## src/rtl/gisa_pkg.sv

```systemverilog
// Shared types and constants for the GPIO interrupt slot allocator.
`default_nettype none

package gisa_pkg;

    localparam int SLOT_MAX    = 8;
    localparam int SLOT_W      = 3;
    localparam int CNT_W       = 4;
    localparam int PIN_W       = 9;
    localparam int PIN_SEL_W   = 8;
    localparam int MODE_W      = 3;
    localparam int STAT_W      = 3;
    localparam int SELECT_BITS = 8;
    localparam int FILTER_BITS = 4;
    localparam int PIN_MAX     = 255;

    localparam logic [2:0]       FILTER_SET     = 3'h7;
    localparam logic [MODE_W-1:0] MODE_LAST     = 3'd3;
    localparam logic [CNT_W-1:0] SLOT_COUNT_RST = 4'd8;

    // Register index carried by paddr[2]
    localparam logic REG_SLOT_COUNT = 1'b0;

    typedef enum logic [1:0] {
        OP_ALLOC   = 2'd0,
        OP_RELEASE = 2'd1,
        OP_SET_POL = 2'd2
    } op_t;

    typedef enum logic [STAT_W-1:0] {
        STAT_OK        = 3'd0,
        STAT_INVALID   = 3'd1,
        STAT_NO_RES    = 3'd2,
        STAT_EXISTS    = 3'd3,
        STAT_NOT_FOUND = 3'd4
    } status_t;

    typedef enum logic [1:0] {
        SEQ_IDLE  = 2'd0,
        SEQ_SCAN  = 2'd1,
        SEQ_APPLY = 2'd2
    } seq_state_t;

    typedef struct packed {
        logic              free_found;
        logic [SLOT_W-1:0] free_idx;
        logic              match_found;
        logic [SLOT_W-1:0] match_idx;
    } scan_res_t;

endpackage

`default_nettype wire

```

## src/rtl/gisa_scan.sv

```systemverilog
// Slot scanner: one slot per cycle through a shared pin comparator.
`default_nettype none

module gisa_scan (
    input  wire logic                             clk,
    input  wire logic                             rst_n,
    input  wire logic                             start,
    input  wire logic                             run,
    input  wire logic [gisa_pkg::CNT_W-1:0]       n_active,
    input  wire logic [gisa_pkg::PIN_W-1:0]       pin,
    input  wire logic                             entry_used,
    input  wire logic [gisa_pkg::PIN_SEL_W-1:0]   entry_pin,
    output logic      [gisa_pkg::CNT_W-1:0]       cnt,
    output logic                                  done,
    output gisa_pkg::scan_res_t                   res
);

    logic [gisa_pkg::CNT_W-1:0] cnt_reg, cnt_next;
    gisa_pkg::scan_res_t        res_reg, res_next;
    logic                       hit;

    // Shared comparator: full-width pin against the stored 8-bit pin
    assign hit  = entry_used && ({1'b0, entry_pin} == pin);
    assign done = (cnt_reg >= n_active);
    assign cnt  = cnt_reg;
    assign res  = res_reg;

    always_comb
    begin
        cnt_next = cnt_reg;
        res_next = res_reg;
        if (start)
        begin
            cnt_next = '0;
            res_next = '0;
        end
        else if (run && !done)
        begin
            // Keep the lowest free slot and the lowest matching slot
            if (!entry_used && !res_reg.free_found)
            begin
                res_next.free_found = 1'b1;
                res_next.free_idx   = cnt_reg[gisa_pkg::SLOT_W-1:0];
            end
            if (hit && !res_reg.match_found)
            begin
                res_next.match_found = 1'b1;
                res_next.match_idx   = cnt_reg[gisa_pkg::SLOT_W-1:0];
            end
            cnt_next = cnt_reg + 4'd1;
        end
    end

    always_ff @(posedge clk or negedge rst_n)
    begin
        if (!rst_n)
        begin
            cnt_reg <= '0;
            res_reg <= '0;
        end
        else
        begin
            cnt_reg <= cnt_next;
            res_reg <= res_next;
        end
    end

endmodule

`default_nettype wire

```

## src/rtl/gpio_irq_slot_allocator.sv

```systemverilog
// Top level of the GPIO interrupt slot allocator: sequencer, slot table, ports.
// m_tvalid rises after the input transfer, the scan of N = min(slot_count, SLOTS) slots and
// the apply step, one item at a time; the slot scan visits one slot per cycle
// through a single shared pin comparator, and s_tready is low until the item is applied.
// A finished result waits in the output register while the next item is taken and scanned.
// Reset (rst_n low, asynchronous): all slots free, masks, select and filter fields zero,
// slot_count = 8, sequencer idle, no result pending.
`default_nettype none

module gpio_irq_slot_allocator #(
    parameter int SLOTS = 8
) (
    input  wire logic         clk,
    input  wire logic         rst_n,
    // Input stream
    input  wire logic         s_tvalid,
    output logic              s_tready,
    // [1:0] op, [10:2] pin, [13:11] mode, [14] active_high, [15] pin_known,
    // [23:16] hw_pin_code
    input  wire logic [23:0]  s_tdata,
    // Result stream
    output logic              m_tvalid,
    input  wire logic         m_tready,
    // [2:0] status, [5:3] slot, [13:6] edge_mask, [21:14] polarity_mask,
    // [53:22] select_lo, [85:54] select_hi, [117:86] filter_word,
    // [125:118] used_mask, [127:126] zero
    output logic      [127:0] m_tdata,
    // Configuration port
    input  wire logic         psel,
    input  wire logic         penable,
    input  wire logic         pwrite,
    input  wire logic [2:0]   paddr,
    input  wire logic [31:0]  pwdata,
    output logic      [31:0]  prdata,
    output logic              pready
);

    localparam int IDX_W = (SLOTS > 1) ? $clog2(SLOTS) : 1;

    // ------------------------------------------------------------------
    // Configuration
    // ------------------------------------------------------------------
    logic [gisa_pkg::CNT_W-1:0] slot_count_reg;
    logic [gisa_pkg::CNT_W-1:0] n_active;

    assign pready = 1'b1;
    assign prdata = (paddr[2] == gisa_pkg::REG_SLOT_COUNT) ? 32'(slot_count_reg) : '0;

    always_ff @(posedge clk or negedge rst_n)
    begin
        if (!rst_n)
            slot_count_reg <= gisa_pkg::SLOT_COUNT_RST;
        else if (psel && penable && pwrite && pready &&
                 paddr[2] == gisa_pkg::REG_SLOT_COUNT)
            slot_count_reg <= pwdata[gisa_pkg::CNT_W-1:0];
    end

    // Clamp the scanned range to the slots that exist
    assign n_active = (slot_count_reg > gisa_pkg::CNT_W'(SLOTS)) ?
                      gisa_pkg::CNT_W'(SLOTS) : slot_count_reg;

    // ------------------------------------------------------------------
    // Captured item
    // ------------------------------------------------------------------
    gisa_pkg::op_t                  op_reg;
    logic [gisa_pkg::PIN_W-1:0]     pin_reg;
    logic [gisa_pkg::MODE_W-1:0]    mode_reg;
    logic                           ah_reg;
    logic                           known_reg;
    logic [gisa_pkg::PIN_SEL_W-1:0] code_reg;
    logic                           in_fire;

    assign in_fire = s_tvalid && s_tready;

    // Payload holds from the input transfer until the item is applied
    always_ff @(posedge clk)
    begin
        if (in_fire)
        begin
            op_reg    <= gisa_pkg::op_t'(s_tdata[1:0]);
            pin_reg   <= s_tdata[10:2];
            mode_reg  <= s_tdata[13:11];
            ah_reg    <= s_tdata[14];
            known_reg <= s_tdata[15];
            code_reg  <= s_tdata[23:16];
        end
    end

    // ------------------------------------------------------------------
    // Slot table
    // ------------------------------------------------------------------
    logic [SLOTS-1:0]                 slot_used_reg;
    logic [SLOTS-1:0]                 edge_reg;
    logic [SLOTS-1:0]                 pol_reg;
    logic [SLOTS-1:0]                 filt_reg;
    logic [gisa_pkg::PIN_SEL_W-1:0]   slot_pin_reg   [SLOTS];
    logic [gisa_pkg::PIN_SEL_W-1:0]   pin_select_reg [SLOTS];

    // ------------------------------------------------------------------
    // Sequencer
    // ------------------------------------------------------------------
    gisa_pkg::seq_state_t state_reg, state_next;
    logic                 out_valid_reg;
    gisa_pkg::status_t    status_reg;
    logic [gisa_pkg::SLOT_W-1:0] slot_reg;
    logic                 apply_fire;
    logic                 scan_start;
    logic                 scan_run;
    logic                 scan_done;
    logic [gisa_pkg::CNT_W-1:0] scan_cnt;
    logic [IDX_W-1:0]     scan_idx;
    gisa_pkg::scan_res_t  scan_res;

    assign scan_start = in_fire;
    assign scan_run   = (state_reg == gisa_pkg::SEQ_SCAN);
    assign apply_fire = (state_reg == gisa_pkg::SEQ_APPLY) && (!out_valid_reg || m_tready);
    assign s_tready   = (state_reg == gisa_pkg::SEQ_IDLE);
    assign scan_idx   = scan_cnt[IDX_W-1:0];

    always_comb
    begin
        state_next = state_reg;
        unique case (state_reg)
            gisa_pkg::SEQ_IDLE:
            begin
                if (in_fire)
                    state_next = gisa_pkg::SEQ_SCAN;
            end
            gisa_pkg::SEQ_SCAN:
            begin
                if (scan_done)
                    state_next = gisa_pkg::SEQ_APPLY;
            end
            gisa_pkg::SEQ_APPLY:
            begin
                // Hold until the previous result has left the output register
                if (apply_fire)
                    state_next = gisa_pkg::SEQ_IDLE;
            end
            default:
                state_next = gisa_pkg::SEQ_IDLE;
        endcase
    end

    always_ff @(posedge clk or negedge rst_n)
    begin
        if (!rst_n)
            state_reg <= gisa_pkg::SEQ_IDLE;
        else
            state_reg <= state_next;
    end

    gisa_scan u_scan (
        .clk        (clk),
        .rst_n      (rst_n),
        .start      (scan_start),
        .run        (scan_run),
        .n_active   (n_active),
        .pin        (pin_reg),
        .entry_used (slot_used_reg[scan_idx]),
        .entry_pin  (slot_pin_reg[scan_idx]),
        .cnt        (scan_cnt),
        .done       (scan_done),
        .res        (scan_res)
    );

    // ------------------------------------------------------------------
    // Apply decision from the scan result
    // ------------------------------------------------------------------
    gisa_pkg::status_t           stat;
    logic [gisa_pkg::SLOT_W-1:0] res_slot;
    logic [gisa_pkg::SLOT_W-1:0] tgt;
    logic [IDX_W-1:0]            tgt_idx;
    logic                        wr_sel;
    logic                        wr_alloc;
    logic                        wr_release;
    logic                        wr_pol;
    logic                        pin_bad;

    assign pin_bad = (pin_reg > gisa_pkg::PIN_W'(gisa_pkg::PIN_MAX));
    assign tgt_idx = tgt[IDX_W-1:0];

    always_comb
    begin
        stat       = gisa_pkg::STAT_INVALID;
        res_slot   = '0;
        tgt        = scan_res.match_idx;
        wr_sel     = 1'b0;
        wr_alloc   = 1'b0;
        wr_release = 1'b0;
        wr_pol     = 1'b0;
        unique case (op_reg)
            gisa_pkg::OP_ALLOC:
            begin
                // Range, then free slot, then duplicate, then table hit, then mode
                tgt = scan_res.free_idx;
                if (pin_bad)
                    stat = gisa_pkg::STAT_INVALID;
                else if (!scan_res.free_found)
                    stat = gisa_pkg::STAT_NO_RES;
                else if (scan_res.match_found)
                    stat = gisa_pkg::STAT_EXISTS;
                else if (!known_reg)
                    stat = gisa_pkg::STAT_NOT_FOUND;
                else
                begin
                    // The select field is written even when the mode is then refused
                    wr_sel = 1'b1;
                    if (mode_reg > gisa_pkg::MODE_LAST)
                        stat = gisa_pkg::STAT_INVALID;
                    else
                    begin
                        wr_alloc = 1'b1;
                        stat     = gisa_pkg::STAT_OK;
                        res_slot = scan_res.free_idx;
                    end
                end
            end
            gisa_pkg::OP_RELEASE:
            begin
                // No range check: an out-of-range pin never matches
                if (scan_res.match_found)
                begin
                    wr_release = 1'b1;
                    stat       = gisa_pkg::STAT_OK;
                    res_slot   = scan_res.match_idx;
                end
                else
                    stat = gisa_pkg::STAT_NOT_FOUND;
            end
            gisa_pkg::OP_SET_POL:
            begin
                if (pin_bad)
                    stat = gisa_pkg::STAT_INVALID;
                else if (scan_res.match_found)
                begin
                    wr_pol   = 1'b1;
                    stat     = gisa_pkg::STAT_OK;
                    res_slot = scan_res.match_idx;
                end
                else
                    stat = gisa_pkg::STAT_NOT_FOUND;
            end
            default:
                stat = gisa_pkg::STAT_INVALID;
        endcase
    end

    // Slot table update, one slot per item
    always_ff @(posedge clk or negedge rst_n)
    begin
        if (!rst_n)
        begin
            slot_used_reg <= '0;
            edge_reg      <= '0;
            pol_reg       <= '0;
            filt_reg      <= '0;
            for (int i = 0; i < SLOTS; i++)
                pin_select_reg[i] <= '0;
        end
        else if (apply_fire)
        begin
            if (wr_sel)
                pin_select_reg[tgt_idx] <= code_reg;
            if (wr_alloc)
            begin
                slot_used_reg[tgt_idx] <= 1'b1;
                edge_reg[tgt_idx]      <= ~mode_reg[1];
                pol_reg[tgt_idx]       <= mode_reg[0];
                filt_reg[tgt_idx]      <= 1'b1;
            end
            if (wr_release)
                slot_used_reg[tgt_idx] <= 1'b0;
            if (wr_pol)
                pol_reg[tgt_idx] <= ~ah_reg;
        end
    end

    // Stored pin is read only while the slot is in use
    always_ff @(posedge clk)
    begin
        if (apply_fire && wr_alloc)
            slot_pin_reg[tgt_idx] <= pin_reg[gisa_pkg::PIN_SEL_W-1:0];
    end

    // ------------------------------------------------------------------
    // Result register; table fields are read live, since the table only
    // changes at the edge that reloads this register
    // ------------------------------------------------------------------
    always_ff @(posedge clk or negedge rst_n)
    begin
        if (!rst_n)
            out_valid_reg <= 1'b0;
        else if (apply_fire)
            out_valid_reg <= 1'b1;
        else if (m_tready)
            out_valid_reg <= 1'b0;
    end

    always_ff @(posedge clk)
    begin
        if (apply_fire)
        begin
            status_reg <= stat;
            slot_reg   <= res_slot;
        end
    end

    logic [gisa_pkg::SLOT_MAX*gisa_pkg::SELECT_BITS-1:0] sel_flat;
    logic [gisa_pkg::SLOT_MAX*gisa_pkg::FILTER_BITS-1:0] filt_flat;

    for (genvar i = 0; i < gisa_pkg::SLOT_MAX; i++)
    begin : g_pack
        if (i < SLOTS)
        begin : g_live
            assign sel_flat[i*gisa_pkg::SELECT_BITS +: gisa_pkg::SELECT_BITS] =
                pin_select_reg[i];
            assign filt_flat[i*gisa_pkg::FILTER_BITS +: gisa_pkg::FILTER_BITS] =
                {1'b0, gisa_pkg::FILTER_SET & {3{filt_reg[i]}}};
        end
        else
        begin : g_absent
            assign sel_flat[i*gisa_pkg::SELECT_BITS +: gisa_pkg::SELECT_BITS]  = '0;
            assign filt_flat[i*gisa_pkg::FILTER_BITS +: gisa_pkg::FILTER_BITS] = '0;
        end
    end

    assign m_tvalid = out_valid_reg;
    assign m_tdata  = {2'b00,
                       8'(slot_used_reg),
                       filt_flat,
                       sel_flat[63:32],
                       sel_flat[31:0],
                       8'(pol_reg),
                       8'(edge_reg),
                       slot_reg,
                       status_reg};

    // ------------------------------------------------------------------
    // Assertions
    // ------------------------------------------------------------------
    a_accept_starts_scan: assert property (@(posedge clk) disable iff (!rst_n)
        in_fire |=> state_reg == gisa_pkg::SEQ_SCAN)
        else $error("accepted item did not start a scan");

    a_used_only_on_apply: assert property (@(posedge clk) disable iff (!rst_n)
        !apply_fire |=> $stable(slot_used_reg))
        else $error("slot use changed outside an apply");

    a_alloc_target_free: assert property (@(posedge clk) disable iff (!rst_n)
        (apply_fire && wr_alloc) |-> !slot_used_reg[tgt_idx])
        else $error("allocation targets a slot in use");

    a_apply_after_scan: assert property (@(posedge clk) disable iff (!rst_n)
        (state_reg == gisa_pkg::SEQ_APPLY) |-> scan_done)
        else $error("apply reached before scan finished");

    a_apply_gives_result: assert property (@(posedge clk) disable iff (!rst_n)
        apply_fire |=> m_tvalid)
        else $error("applied item produced no result");

endmodule

`default_nettype wire
```

## config.mk

```make
export PLATFORM = sky130hd
export DESIGN_NAME = gpio_irq_slot_allocator
export DESIGN_NICKNAME = d
export VERILOG_FILES = /design/src/rtl/gisa_pkg.sv /design/src/rtl/gisa_scan.sv /design/src/rtl/gpio_irq_slot_allocator.sv
export SDC_FILE = /design/constraint.sdc
export NUM_CORES = 1
export LEC_CHECK = 0
export ABC_AREA = 1
export ABC_CLOCK_PERIOD_IN_PS = 1800
export BUFFER_PORTS_ARGS = -buffer_cell sky130_fd_sc_hd__buf_2
export CORE_MARGIN = 4
export CORE_UTILIZATION = 48
export DETAILED_ROUTE_END_ITERATION = 6
export GPL_TIMING_DRIVEN = 0
export PLACE_DENSITY_LB_ADDON = 0.05
export RECOVER_POWER = 25
export SLEW_MARGIN = 0
export SYNTH_ARGS = -nofsm -noshare
export SYNTH_HDL_FRONTEND = slang
export SYNTH_SLANG_ARGS = --single-unit
```

## constraint.sdc

```tcl
create_clock -name clk -period 1.8 [get_ports clk]
set_input_delay 0.36 -clock clk [delete_from_list [all_inputs] [get_ports clk]]
set_output_delay 0.36 -clock clk [all_outputs]
set_load 0.02 [all_outputs]
```

==> summary by stage <==
Floorplanning
The floorplan has 49 rows. For this configuration, the core starts out at a cell density of 0.495. In this run the count of I/O pins placed on the die edge is 229. The width of the die is 145 µm. The floorplan step defined a core boundary enclosing 0.0182 mm².

The die covers 0.0210 mm². The floorplan die height is 145 µm.

Run status
The checks that failed: negative setup slack. The flow ran to the end, but the final reports show violations.

Clocking
The number of H-tree levels is 1. After clock tree synthesis, the clock-pin slew on the worst setup and hold paths is 60 ps. The sink count of the clock tree is 209. TritonCTS built the clock tree. The number of buffers between clock root and the deepest sink is 3. The source-to-sink clock delay at the later pin of the worst-skew pair is 520 ps. The number of clock buffers added by TritonCTS is 22. CTS placed an instance of clkbuf_16 at the clock tree root.

Worst hold path
The worst min-delay path class is in2reg. The startpoint identified for the worst hold timing path is s_tdata[17]. The terminating pin of the worst hold path is code_reg[1]. The instance count along the most critical hold path is 1.

STA
Setup repair after global routing could not meet its margin everywhere. The highest achievable clock rate is 460 MHz. The max-slew violation count is 0.

Final hold analysis gives a worst-case slack of 17.8 ps. The transition time of the tightest slew-check pin is 869 ps. Setup violations remaining at the end of the flow were counted as 173.

The worst slew slack as a fraction of its limit is 0.421. The worst path setup slack after routing is -375 ps. The final critical delay including setup and external delays is 2180 ps. The final worst clock skew is 13.6 ps. Of the available clock period, the critical path in the final layout requires 1.21. The final hold violation count was 0.

GRT
For met1 alone, demand over resource in global routing was 0.287. For this run, global-route usage on met3 was measured as 0.0624. The initial antenna violation count came to 1. The busiest layer in global routing is met2.

For this run the aggregate overflow at the end of global routing stands at 0. In the global route stage, met2 resource usage came out at 0.414. The number of global-route vias before repair is 7331. The largest net degree at the start of global routing is 83. The total global-route track usage is 0.240.

The first global-routing pass estimated 40.4 mm of wire.

Setup path
Of all nets on the critical path, the largest fanout is 5. Across all register-to-register paths, the minimum setup slack is -380 ps. The endpoint identified for the worst register-to-register timing path is slot_pin_reg[1][1]. The type of origin of the critical path is a flip-flop. In this run the critical register-to-register path is launched from op_reg[1].

STA puts the critical path data arrival time at 2400 ps. The required time at the endpoint of the critical path is 2020 ps. The endpoint class of the critical path is a flip-flop. The path type of the worst setup path is reg2reg.

The worst reg-to-reg path cell count is 10.

Route
The detailed router's first-iteration violation count is 489. After detailed routing, the number of vias per cell comes to 5.11. The routed length per placed instance is 19.0 µm.

Once detail routing completed, the nets flagged for antenna violations numbered 0. After detailed routing, the total wire length is 28.1 mm. The iteration count of the initial detailed-routing pass is 5. For this run, design rule violations remaining after detail routing come to 0. The detailed router placed 7548 vias in this run.

Cells and area
After the last flow step, the layout net total stands at 1304. Relative to the synthesized area, the layout overhead comes to 45.7%. The non-filler instance count after layout is 1478. In the final layout, the share of cells above drive strength 1 is 0.458. The antenna diode instance count is 0.

Logic synthesis
The predominant post-synthesis flop cell is dfrtp_1. The number of flops mapped to enable cells by yosys is 94. The gate count of the mapped netlist is 909.

The proportion of synthesized chip area in sequential cells is 0.633. The post-synthesis register bit count is 209. Of all flip-flops after synthesis, the portion carrying an async set or reset was 0.550. The average footprint of a synthesized cell is 9.92 µm². During synthesis, Yosys emitted a total of 0 warnings. After synthesis the cells add up to 0.00901 mm². The count of distinct cell types in the synthesized netlist is 33.

Power
The worst voltage drop across the vdd grid is 0.662 mV. In this run the static leakage power is 6.43 nW. The net load switching power is 4.88 mW. Cell internal power was estimated by the tool at 9.37 mW. Of the total power, the clock network draws 0.303. The share of power burned in registers is 0.407. Of the total power, the share spent switching nets is 0.342. The cell area power density is 1090 mW/mm². Of the total power, combinational logic draws 0.290.

Place
Input and output buffers added on the ports amount to 159. Once detailed placement completed, the half-perimeter wirelength came to 15.4 mm. The last weighted congestion value of the routability-driven placer is 0.808.

In this run, placement finished with an instance count of 1335.

Flow run
Across the run, the number of max-cap violations was 0.
synthesized netlist by cell type (2+ instances only):
cell | instances | area, µm²
nor2_2 | 4 | 25.0
nor2_1 | 69 | 259
ha_1 | 5 | 62.6
nand2_1 | 230 | 863
a21oi_1 | 18 | 90.1
buf_6 | 2 | 22.5
o21a_1 | 2 | 15.0
nand3b_1 | 6 | 45.0
or2_2 | 8 | 50.1
nand4_1 | 2 | 12.5
inv_1 | 90 | 338
conb_1 | 2 | 7.51
nor3_1 | 5 | 25.0
edfxtp_1 | 94 | 2820
dfrtp_1 | 114 | 2850
inv_2 | 7 | 26.3
clkbuf_1 | 3 | 11.3
a2bb2oi_1 | 2 | 17.5
o22ai_1 | 6 | 37.5
buf_2 | 14 | 70.1
o21ai_0 | 74 | 370
o21ai_1 | 21 | 105
nand3_1 | 57 | 285
nor2_4 | 7 | 78.8
buf_4 | 59 | 443
critical path, cell delays in order, from the launching register on:
cell and delay, ps:
edfxtp_1 460, buf_6 160, nor3_4 180, nand3_2 120, buf_6 140, nor2_4 120, inv_4 70, buf_12 130
buf_12 130, nor2_4 180, clkbuf_16 190
per-layer routing:
layer  part of all wire  up-vias
met4              0.043        2
met5            0.00025        -
met1               0.37     3624
met3              0.078       91
li1                   -     3532
met2               0.51      299
layout make-up:
type                       instances  area, µm²
timing repair buffer             261       1990
sequential                       209       5700
clock inverter                     6       43.8
buffer                            76        616
tap                              229        287
clock buffer                      34        637
fill                            1266       5070
timing repair inverter             1       7.51
inverter                          98        402
multi-input combinational        564       3450
placed cells by master (no fill, tap or decap), types with 12 or more instances in the layout:
master       n
a21oi_1     13
buf_2      158
buf_4       95
buf_6       51
clkbuf_1    12
clkbuf_16   27
conb_1      39
dfrtp_1    113
edfxtp_1    94
inv_1       76
nand2_1    173
nand2_2     34
nand2_4     17
nand3_1     51
nor2_1      44
nor2_4      28
o21ai_0     13
o21ai_1     29
o21ai_2     51
metrics by stage:
| step | utilization | area, µm² | setup slack (ps) | TNS (ps) | total power, mW |
|---|---|---|---|---|---|
| after detailed placement | 0.567 | 10300 | -516 | -53050 | 8.98 |
| final | 0.721 | 13100 | -375 | -35400 | 14.3 |
| after floorplan | - | 9200 | -34.4 | -727 | 7.96 |
| after global placement | 0.565 | 10300 | -1110 | -176950 | 8.94 |
| after global routing | 0.721 | 13100 | -411 | -43470 | 14.9 |
| after CTS | 0.680 | 12400 | -265 | -19550 | 13.9 |
power by group through the flow:
stage | Sequential (mW) | Clock, mW | Combinational [mW]
4_1_cts | 5.77 | 4.32 | 3.76
6_report | 5.81 | 4.31 | 4.13
5_1_grt | 5.84 | 4.58 | 4.51
2_1_floorplan | 5.94 | 0 | 2.02
3_5_place_dp | 5.84 | 0 | 3.14
3_3_place_gp | 5.83 | 0 | 3.11
kinds of logic after synthesis:
| kind of cell | after synthesis | share of synthesized area |
|---|---|---|
| AND/OR/NAND/NOR | 389 | 0.183 |
| flip-flops | 209 | 0.633 |
| buffers and inverters | 176 | 0.101 |
| AO/OA/AOI/OAI | 128 | 0.0751 |
| adder cells (fa/ha/maj) | 5 | 0.00694 |
| other | 2 | 0.000833 |
what timing repair did:
| item | 4_1_cts | 5_1_grt |
|---|---|---|
| resized for setup | 199 | 199 |
| hold endpoints to repair | 33 | 0 |
| pin swaps | 36 | 46 |
| endpoints found under the setup margin | 197 | 200 |
| gates cloned | 13 | 5 |
| setup buffers | 63 | 40 |
| hold buffers | 1 | 0 |
worst max-delay path by stage:
| stage | start | to | slack, ps | depth (start not counted) |
|---|---|---|---|---|
| floorplan | op_reg[1] | slot_pin_reg[3][0] | -30 | 7 |
| global placement | rst_n | slot_count_reg[2] | -1110 | 1 |
| detailed placement | op_reg[1] | slot_pin_reg[3][1] | -520 | 9 |
| CTS | slot_count_reg[3] | u_scan.res[0] | -270 | 14 |
| global route | op_reg[0] | slot_pin_reg[4][2] | -410 | 11 |
| finish | op_reg[1] | slot_pin_reg[1][1] | -380 | 10 |
Note: power is estimated with default switching activity, not from simulation.
